$ cat src/rtl/core/tpt_pkg.sv
// ----------------------------------------------------------------------------
// tpt_pkg
// shared types and constants of the text position tracker
// ----------------------------------------------------------------------------
package tpt_pkg;

   localparam int FIELD_W          = 24;
   localparam int POS_BITS_DEFAULT = 24;
   localparam int UNIT_W           = 2;
   localparam int RSP_DATA_W       = 4 * FIELD_W;

   typedef enum logic [UNIT_W-1:0] {
      UNIT_UTF8      = 2'd0,
      UNIT_UTF16     = 2'd1,
      UNIT_CODEPOINT = 2'd2
   } unit_type;

   localparam logic [UNIT_W-1:0] UNIT_RESET = UNIT_UTF16;

   localparam logic [7:0] NEWLINE    = 8'h0A;
   localparam logic [7:0] LEAD2_MASK = 8'hE0;
   localparam logic [7:0] LEAD2_CODE = 8'hC0;
   localparam logic [7:0] LEAD3_MASK = 8'hF0;
   localparam logic [7:0] LEAD3_CODE = 8'hE0;
   localparam logic [7:0] LEAD4_MASK = 8'hF8;
   localparam logic [7:0] LEAD4_CODE = 8'hF0;

   typedef struct packed {
      logic               at_boundary;
      logic [FIELD_W-1:0] char_column;
      logic [FIELD_W-1:0] line_bytes;
      logic [FIELD_W-1:0] line_number;
      logic [FIELD_W-1:0] byte_offset;
   } rsp_beat_type;

endpackage

$ cat src/rtl/core/text_position_tracker.sv
// ----------------------------------------------------------------------------
// text_position_tracker
// an accepted input beat is offered as its result beat in the cycle after it is taken
// throughput: one byte per cycle while rsp_tready is high, set by the single result register
// req_tready stays high while the result register is empty or being drained
// reset clears all counters and the result valid, column unit returns to utf-16
// ----------------------------------------------------------------------------
module text_position_tracker #(
   parameter int POS_BITS = tpt_pkg::POS_BITS_DEFAULT
) (
   input  logic                              clock,
   input  logic                              reset,
   input  logic                              req_tvalid,
   output logic                              req_tready,
   input  logic [7:0]                        req_tdata,   // data_byte
   input  logic                              req_tlast,   // end_of_text
   output logic                              rsp_tvalid,
   input  logic                              rsp_tready,
   // byte_offset, line_number, line_bytes, char_column
   output logic [tpt_pkg::RSP_DATA_W-1:0]    rsp_tdata,
   output logic                              rsp_tuser,   // at_boundary
   input  logic                              csr_wr_en,
   input  logic [tpt_pkg::UNIT_W-1:0]        csr_wr_data  // unit_encoding
);

   logic [tpt_pkg::UNIT_W-1:0] unit_ff;
   logic                       req_accept;
   tpt_pkg::rsp_beat_type      next_beat;
   tpt_pkg::rsp_beat_type      rsp_beat;

   assign req_accept = req_tvalid && req_tready;

   always_ff @(posedge clock) begin
      if (reset) begin
         unit_ff <= tpt_pkg::UNIT_RESET;
      end else if (csr_wr_en) begin
         unit_ff <= csr_wr_data;
      end
   end

   tpt_update #(
      .POS_BITS (POS_BITS)
   ) u_update (
      .clock       (clock),
      .reset       (reset),
      .unit_sel    (unit_ff),
      .item_valid  (req_accept),
      .data_byte   (req_tdata),
      .end_of_text (req_tlast),
      .beat        (next_beat)
   );

   tpt_out_reg u_out_reg (
      .clock     (clock),
      .reset     (reset),
      .in_valid  (req_tvalid),
      .in_ready  (req_tready),
      .in_beat   (next_beat),
      .out_valid (rsp_tvalid),
      .out_ready (rsp_tready),
      .out_beat  (rsp_beat)
   );

   assign rsp_tdata = {rsp_beat.char_column, rsp_beat.line_bytes,
                       rsp_beat.line_number, rsp_beat.byte_offset};
   assign rsp_tuser = rsp_beat.at_boundary;

endmodule

$ cat src/rtl/core/tpt_update.sv
// ----------------------------------------------------------------------------
// tpt_update
// position counters, utf-8 sequence tracking and result formation per byte
// ----------------------------------------------------------------------------
module tpt_update #(
   parameter int POS_BITS = tpt_pkg::POS_BITS_DEFAULT
) (
   input  logic                        clock,
   input  logic                        reset,
   input  logic [tpt_pkg::UNIT_W-1:0]  unit_sel,
   input  logic                        item_valid,
   input  logic [7:0]                  data_byte,
   input  logic                        end_of_text,
   output tpt_pkg::rsp_beat_type       beat
);

   logic [POS_BITS-1:0] offset_ff, offset_in;
   logic [POS_BITS-1:0] line_ff, line_in;
   logic [POS_BITS-1:0] column_ff, column_in;
   logic [POS_BITS-1:0] units_ff, units_in;
   logic [1:0]          left_ff, left_in;
   logic [1:0]          partial_ff, partial_in;
   logic [1:0]          seq_units_ff, seq_units_in;

   function automatic logic [POS_BITS-1:0] sat_add(input logic [POS_BITS-1:0] a,
                                                   input logic [2:0] b);
      logic [POS_BITS:0] s;
      s = {1'b0, a} + (POS_BITS + 1)'(b);
      return s[POS_BITS] ? {POS_BITS{1'b1}} : s[POS_BITS-1:0];
   endfunction

   function automatic logic [tpt_pkg::FIELD_W-1:0] to_field(input logic [POS_BITS-1:0] v);
      logic [31:0] w;
      w = 32'(v);
      return w[tpt_pkg::FIELD_W-1:0];
   endfunction

   // result reflects the position before this byte
   always_comb begin
      beat.byte_offset = to_field(offset_ff);
      beat.line_number = to_field(line_ff);
      beat.line_bytes  = to_field(column_ff);
      beat.char_column = to_field(sat_add(units_ff, {1'b0, partial_ff}));
      beat.at_boundary = (left_ff == 2'd0);
   end

   always_comb begin
      logic [2:0] add;
      offset_in    = offset_ff;
      line_in      = line_ff;
      column_in    = column_ff;
      units_in     = units_ff;
      left_in      = left_ff;
      partial_in   = partial_ff;
      seq_units_in = seq_units_ff;
      add          = 3'd1;
      if (item_valid) begin
         if (end_of_text) begin
            offset_in    = '0;
            line_in      = '0;
            column_in    = '0;
            units_in     = '0;
            left_in      = 2'd0;
            partial_in   = 2'd0;
            seq_units_in = 2'd0;
         end else begin
            offset_in = sat_add(offset_ff, 3'd1);
            if (data_byte == tpt_pkg::NEWLINE) begin
               line_in      = sat_add(line_ff, 3'd1);
               column_in    = '0;
               units_in     = '0;
               left_in      = 2'd0;
               partial_in   = 2'd0;
               seq_units_in = 2'd0;
            end else begin
               column_in = sat_add(column_ff, 3'd1);
               if (left_ff != 2'd0) begin
                  left_in = left_ff - 2'd1;
                  if (left_ff == 2'd1) begin
                     case (unit_sel)
                        tpt_pkg::UNIT_UTF8:      add = {1'b0, partial_ff} + 3'd1;
                        tpt_pkg::UNIT_CODEPOINT: add = 3'd1;
                        default:                 add = {1'b0, seq_units_ff};
                     endcase
                     units_in     = sat_add(units_ff, add);
                     partial_in   = 2'd0;
                     seq_units_in = 2'd0;
                  end else begin
                     partial_in = partial_ff + 2'd1;
                  end
               end else if ((data_byte & tpt_pkg::LEAD2_MASK) == tpt_pkg::LEAD2_CODE) begin
                  left_in      = 2'd1;
                  partial_in   = 2'd1;
                  seq_units_in = 2'd1;
               end else if ((data_byte & tpt_pkg::LEAD3_MASK) == tpt_pkg::LEAD3_CODE) begin
                  left_in      = 2'd2;
                  partial_in   = 2'd1;
                  seq_units_in = 2'd1;
               end else if ((data_byte & tpt_pkg::LEAD4_MASK) == tpt_pkg::LEAD4_CODE) begin
                  left_in      = 2'd3;
                  partial_in   = 2'd1;
                  seq_units_in = 2'd2;
               end else begin
                  units_in = sat_add(units_ff, 3'd1);
               end
            end
         end
      end
   end

   always_ff @(posedge clock) begin
      if (reset) begin
         offset_ff    <= '0;
         line_ff      <= '0;
         column_ff    <= '0;
         units_ff     <= '0;
         left_ff      <= 2'd0;
         partial_ff   <= 2'd0;
         seq_units_ff <= 2'd0;
      end else begin
         offset_ff    <= offset_in;
         line_ff      <= line_in;
         column_ff    <= column_in;
         units_ff     <= units_in;
         left_ff      <= left_in;
         partial_ff   <= partial_in;
         seq_units_ff <= seq_units_in;
      end
   end

endmodule

$ cat src/rtl/core/tpt_out_reg.sv
// ----------------------------------------------------------------------------
// tpt_out_reg
// result register between the position logic and the result channel
// ----------------------------------------------------------------------------
module tpt_out_reg (
   input  logic                  clock,
   input  logic                  reset,
   input  logic                  in_valid,
   output logic                  in_ready,
   input  tpt_pkg::rsp_beat_type in_beat,
   output logic                  out_valid,
   input  logic                  out_ready,
   output tpt_pkg::rsp_beat_type out_beat
);

   logic                  valid_ff, valid_in;
   tpt_pkg::rsp_beat_type beat_ff;

   assign in_ready  = !valid_ff || out_ready;
   assign valid_in  = (in_valid && in_ready) || (valid_ff && !out_ready);
   assign out_valid = valid_ff;
   assign out_beat  = beat_ff;

   always_ff @(posedge clock) begin
      if (reset) begin
         valid_ff <= 1'b0;
      end else begin
         valid_ff <= valid_in;
      end
   end

   always_ff @(posedge clock) begin
      if (in_valid && in_ready) begin
         beat_ff <= in_beat;
      end
   end

endmodule

$ cat config.mk
export PLATFORM = sky130hd
export DESIGN_NAME = text_position_tracker
export DESIGN_NICKNAME = d
export VERILOG_FILES = /design/src/rtl/core/tpt_pkg.sv /design/src/rtl/core/text_position_tracker.sv /design/src/rtl/core/tpt_update.sv /design/src/rtl/core/tpt_out_reg.sv
export SDC_FILE = /design/constraint.sdc
export NUM_CORES = 1
export LEC_CHECK = 0
export ABC_AREA = 1
export BUFFER_PORTS_ARGS = -buffer_cell sky130_fd_sc_hd__buf_2
export CORE_MARGIN = 3
export CORE_UTILIZATION = 35
export DETAILED_ROUTE_END_ITERATION = 8
export SLEW_MARGIN = 0
export SYNTH_ARGS = -nofsm -noshare
export SYNTH_HDL_FRONTEND = slang
export SYNTH_HIERARCHICAL = 1
export SYNTH_SLANG_ARGS = --single-unit
$ cat constraint.sdc
create_clock -name clock -period 7.6 [get_ports clock]
set_clock_uncertainty 0.2 [all_clocks]
set_input_delay 1.14 -clock clock [delete_from_list [all_inputs] [get_ports clock]]
set_output_delay 1.14 -clock clock [all_outputs]
set_load 0.05 [all_outputs]
# --- Yosys cells after proc, flatten, opt, wreduce, memory -nomap -nowiden ---
# Index checks and enable logic that the tools add are counted.
totals:
  register_bits: 202
  in_bits: 16
  output_inout_bits: 99
  wordCells: 91
classes:
  n_addsub: 9
  eq_ne: 10
  muxes: 43
  n_reduce_logical: 15
ops:
  columns: ["op", "n"]
  rows:
  - ["$mux W24", 17]
  - ["$add A24 B1 Y25 const B", 4]
  - ["$mux W2", 20]
  - ["$add A24 B2 Y25", 1]
  - ["$add A24 B3 Y25", 1]
  - ["$mux W3", 5]
  - ["$ne A4 B2 Y1 const B", 3]
  - ["$eq A8 B4 Y1 const B", 1]
  - ["$pmux W3 S2", 1]
  - ["$reduce_bool A6 Y1", 1]
  - ["$eq A5 B5 Y1 const B", 1]
  - ["$reduce_and A5 Y1", 1]
  - ["$eq A4 B4 Y1 const B", 1]
  - ["$logic_not A2 Y1", 2]
  - ["$ne A4 B3 Y1 const B", 1]
  - ["$reduce_and A2 Y1", 2]
  - ["$reduce_bool A2 Y1", 2]
  - ["$add A2 B1 Y3 const B", 1]
  - ["$eq A3 B3 Y1 const B", 1]
  - ["$reduce_and A3 Y1", 1]
  - ["$add A2 B1 Y2 const B", 1]
  - ["$eq A2 B1 Y1 const B", 1]
  - ["$eq A2 B2 Y1 const B", 1]
  - ["$logic_and A1 B1 Y1", 2]
  - ["3 further kinds", 5]

# --- Longest topological paths before layout ---
depth:
  depth_word: 13
  mapped_depth: 15
  ltp_nobuf: 14

# --- By module ---
# The synthesis kept the hierarchy.
modules_own_cells:
  columns: ["mod", "n_inst", "cells_per_inst", "area_per_inst_um2", "seq_area_each_um2"]
  rows:
  - ["tpt_update", 1, 1326, 7883.8, 2042.0]
  - ["tpt_out_reg", 1, 103, 2960.3, 2932.8]
  - ["text_position_tracker", 1, 14, 86.3, 40.0]

# --- Worst setup path after synthesis ---
# OpenSTA, ideal clock, no wires.
synth_path:
  kind: "input-to-reg"
  startpoint: "input req_tvalid"
  endpoint: "register u_out_reg.beat_ff, in the netlist u_out_reg/out_beat[0] (enable)"
  setup_time_ps: 584
  arrival_ps: 5881
  required_ps: 6816
  setup_slack_ps: 934
  stages: 2
  n_path_buf: 0
  path_cell_list: "inv_1 -> a21oi_1"
synth_via:
  elab_chain_len: 1
synth_rtl:
  columns: ["item", "line_no", "rtl"]
  rows:
  - ["start, declared", "text_position_tracker.sv:13", "input logic req_tvalid,"]
  - ["$logic_and A1 B1 Y1", "tpt_out_reg.sv:33", "if (in_valid && in_ready) begin"]
  - ["end signal, assigned", "tpt_out_reg.sv:34", "beat_ff <= in_beat;"]
  - ["end, declared", "tpt_out_reg.sv:17", "tpt_pkg::rsp_beat_type beat_ff;"]
# Every way passes these cells.
# A chain may end at the register's enable or synchronous reset.

# --- Final worst setup path ---
layout_path:
  startpoint: "input rsp_tready"
  endpoint: "register u_update.column_ff[2]"
layout_via:
  elab_chain_len: 2
layout_rtl:
  columns: ["item", "line_no", "rtl"]
  rows:
  - ["start, declared", "text_position_tracker.sv:18", "input logic rsp_tready,"]
  - ["$logic_or A1 B1 Y1", "tpt_out_reg.sv:19", "assign in_ready = !valid_ff || out_ready;"]
  - ["$logic_and A1 B1 Y1", "text_position_tracker.sv:31", "assign req_accept = req_tvalid && req_tready;"]
  - ["named net req_accept", "text_position_tracker.sv:27", "logic req_accept;"]
  - ["end signal, assigned", "tpt_update.sv:123", "column_ff <= column_in;"]
  - ["end, declared", "tpt_update.sv:19", "logic [POS_BITS-1:0] column_ff, column_in;"]
# The timed path passes the listed nets, and every way through them passes these cells.

==> reports/results.ini <==
[synth]
synth_flop_cell=dfxtp_1
synth_seq_cells=202
async_flop_share_pct=0
synth.distinct_cells=44
yosysSeqAreaShare_pct=45.88
synth_enable_flop_cells=97
avgSynthCellArea_um2=7.575
syn_inst=1443
syn-cell-area_mm2=0.01093
synth_nets=1471
yosys_warnings=6

[hold_path]
hold_start=u_update/line_ff[3]$_SDFFE_PP0P_
holdPathStages=0
holdPathEnd=u_out_reg/out_beat[27]$_DFFE_PP_
hold_path.class=flip-flop to flip-flop

[grt]
grt_max_degree=76
grt_overflow_total=0
grt_pass1_vias=8915
grt_util_all_layers_pct=16.07
grt_first_pass_wirelength_um=45100
antenna_found_initial=1

[routing]
drtPass1Iterations=6
wl_per_cell_um=14.14
ant_nets=0
wl_um=27670
initialDrtViolationCount=727
vias=9529
drc_errors=0
via_per_inst=4.869

[floorplanning]
die_y_um=182.7
core_area_mm2=0.03067
start_util_pct=35.64
die_w_um=182.7
io_pins=115
dieArea_mm2=0.03339
row_count=64

[critical_path]
path_max_fanout=51
critPathTopFamily=simple AND/OR/NAND/NOR gates
startpoint_type=primary input
reg2reg_to=u_update/column_ff[2]$_SDFFE_PP0P_
critPathSlowestCell=nor2_2
endpoint_kind=flip-flop
timing.rr.start=u_out_reg/out_valid$_SDFF_PP0_
crit_top_cell=inv_2
critPathKind=primary input to flip-flop
critPathBufInv=5
crit_required_ns=7.85
cpPeakStageDelay_ns=0.90
cp.arrival_ns=4.27
r2r_cells=9
crit_chain=buf_2, inv_2, nand2_2, nand2_1, inv_1, inv_2, nor2_2, inv_2, nor2_2, o21ai_0, a21oi_1
r2r_slack_ns=3.95

[sta]
period_share_pct=52.98
max_freq_mhz=248.4
fin_setup_tns_ns=0
relSlewSlack_pct=13.30
rsz0062_at_grt=no
finalHoldViolations=0
final.min_clock_period_ns=4.027
worst_slew_pin_slew_ns=1.301
slew_violations=0
setup_viol_count_final=0
hold_ws_ns=0.2886

[clock_tree]
clockRootBuffer=clkbuf_16
cts_buffer_depth=3
h-tree-depth=1
cts-resized-gates=0
post_cts_buffers=0
cts_tree=built
clkLatencyLatePin_ns=0.52
cts_sinks=202
numCtsBuffers=23
path_clk_slew_ns=0.06
hold_buffers=0

[layout]
drive_above_1_share_pct=14.23
fillCellCount=3126
multi_input_area_mm2=0.005140
area_delta_synth_final_pct=15.61
regArea_mm2=0.005015
nNetsFinal=1571

[placement]
dp_hpwl_um=19080
gp_congestion=0.8978
portBuffers=114

[power]
power.density_mw_per_mm2=212.8
ir_drop_uv=133.4
leakage_uw=0.004913

[flow_run]
drv_cap=0

[run_status]
status=completed

-- power breakdown --
part | switching (µW) | internal [µW]
Combinational | 218 | 59.3
Clock | 464 | 743
Sequential | 25.9 | 1180
Total | 707 | 1980
-- kinds of logic (layout without fill, tap and decap cells) --
kind of cell	after synthesis	count (layout)	share of synthesized area [%]
buf+inv	189	306	7.200
other cells	0	1	0
compound gates	170	170	8.002
fa+ha+maj	12	12	1.511
xor+xnor	51	51	4.087
simple gates	819	819	33.32
flops	202	202	45.88
-- state kept, by name, summed over array words and instances (netlist names) --
name                   cells
u_out_reg/out_beat        97
u_out_reg/out_valid        1
u_update/column_ff        24
u_update/left_ff           2
u_update/line_ff          24
u_update/offset_ff        24
u_update/partial_ff        2
u_update/seq_units_ff      2
u_update/units_ff         24
unit_ff                    2
-- metrics by stage --
step / util [%] / instances / setup WS [ns] / total power, µW / area, µm²
floorplan: - / 1443 / 0.9344 / 1447 / 10930
global placement: 38.47 / 1914 / 3.077 / 1505 / 11800
detailed placement: 38.47 / 1914 / 2.994 / 1509 / 11800
CTS: 41.20 / 1956 / 3.539 / 2728 / 12630
global route: 41.20 / 1957 / 3.188 / 2799 / 12640
finish: 41.20 / 1957 / 3.573 / 2690 / 12640
-- how the worst max path moves through the flow --
stage / from / to / slack (ns) / cells past startpoint
floorplan: req_tvalid / u_out_reg/out_beat[0]$_DFFE_PP_ / 0.93 / 2
detailed placement: rsp_tready / u_update/column_ff[3]$_SDFFE_PP0P_ / 2.99 / 11
global placement: rsp_tready / u_update/column_ff[2]$_SDFFE_PP0P_ / 3.08 / 11
global route: rsp_tready / u_update/column_ff[1]$_SDFFE_PP0P_ / 3.19 / 11
finish: rsp_tready / u_update/column_ff[2]$_SDFFE_PP0P_ / 3.57 / 11
CTS: rsp_tready / u_update/column_ff[1]$_SDFFE_PP0P_ / 3.54 / 11
-- per-layer routing --
| metal | part of all wire, % | global-route usage, % |
|---|---|---|
| met1 | 47 | 21.93 |
| met2 | 47 | 27.14 |
| met3 | 4.5 | 2.212 |
| met4 | 1.6 | 3.809 |
| met5 | 0 | 0 |
-- synth_stat cells, types with 2 or more instances --
cell type	count	share of area [%]
nor2_1	117	4.0
nand4_1	22	1.3
inv_2	10	0.34
nand2_2	12	0.69
dfxtp_1	105	19
clkinv_1	2	0.069
inv_1	135	4.6
xnor2_1	9	0.72
nor3_2	3	0.27
fa_1	2	0.37
nor3_1	18	0.82
clkbuf_1	21	0.72
buf_6	7	0.72
a21oi_1	103	4.7
buf_4	3	0.21
nand3_2	3	0.27
nand3_1	148	6.8
nand2_1	443	15
buf_2	10	0.46
xor2_1	42	3.4
nor2_4	9	0.93
nand2_4	2	0.21
nor2_2	20	1.1
o21ai_1	8	0.37
and3_1	2	0.11
nand3b_1	13	0.89
ha_1	10	1.1
edfxtp_1	97	27
a21oi_2	3	0.24
o21ai_0	50	2.3
-- final cells by class --
type	instances	area share, %
Tap cell	396	3.921
Timing Repair Buffer	117	4.713
Clock inverter	17	1.931
Sequential cell	202	39.68
Inverter	147	4.366
Multi-Input combinational cell	1052	40.67
Clock buffer	25	4.693
Antenna cell	1	0.01980
-- placed cells by master (no fill, tap or decap), drive strengths merged, types with 5 or more instances in the layout --
| cell | netlist | final |
|---|---|---|
| nand4 | 22 | 22 |
| inv | 145 | 146 |
| xor2 | 42 | 42 |
| edfxtp | 97 | 97 |
| xnor2 | 9 | 9 |
| nor3 | 21 | 21 |
| nor2 | 147 | 147 |
| clkinv | 2 | 13 |
| ha | 10 | 10 |
| buf | 20 | 117 |
| dfxtp | 105 | 105 |
| bufinv | 0 | 5 |
| nand3b | 14 | 14 |
| nand2 | 458 | 458 |
| nand3 | 151 | 151 |
| o21ai | 58 | 58 |
| clkbuf | 22 | 25 |
| a21oi | 106 | 106 |
Power figures use the tool's default switching activity.
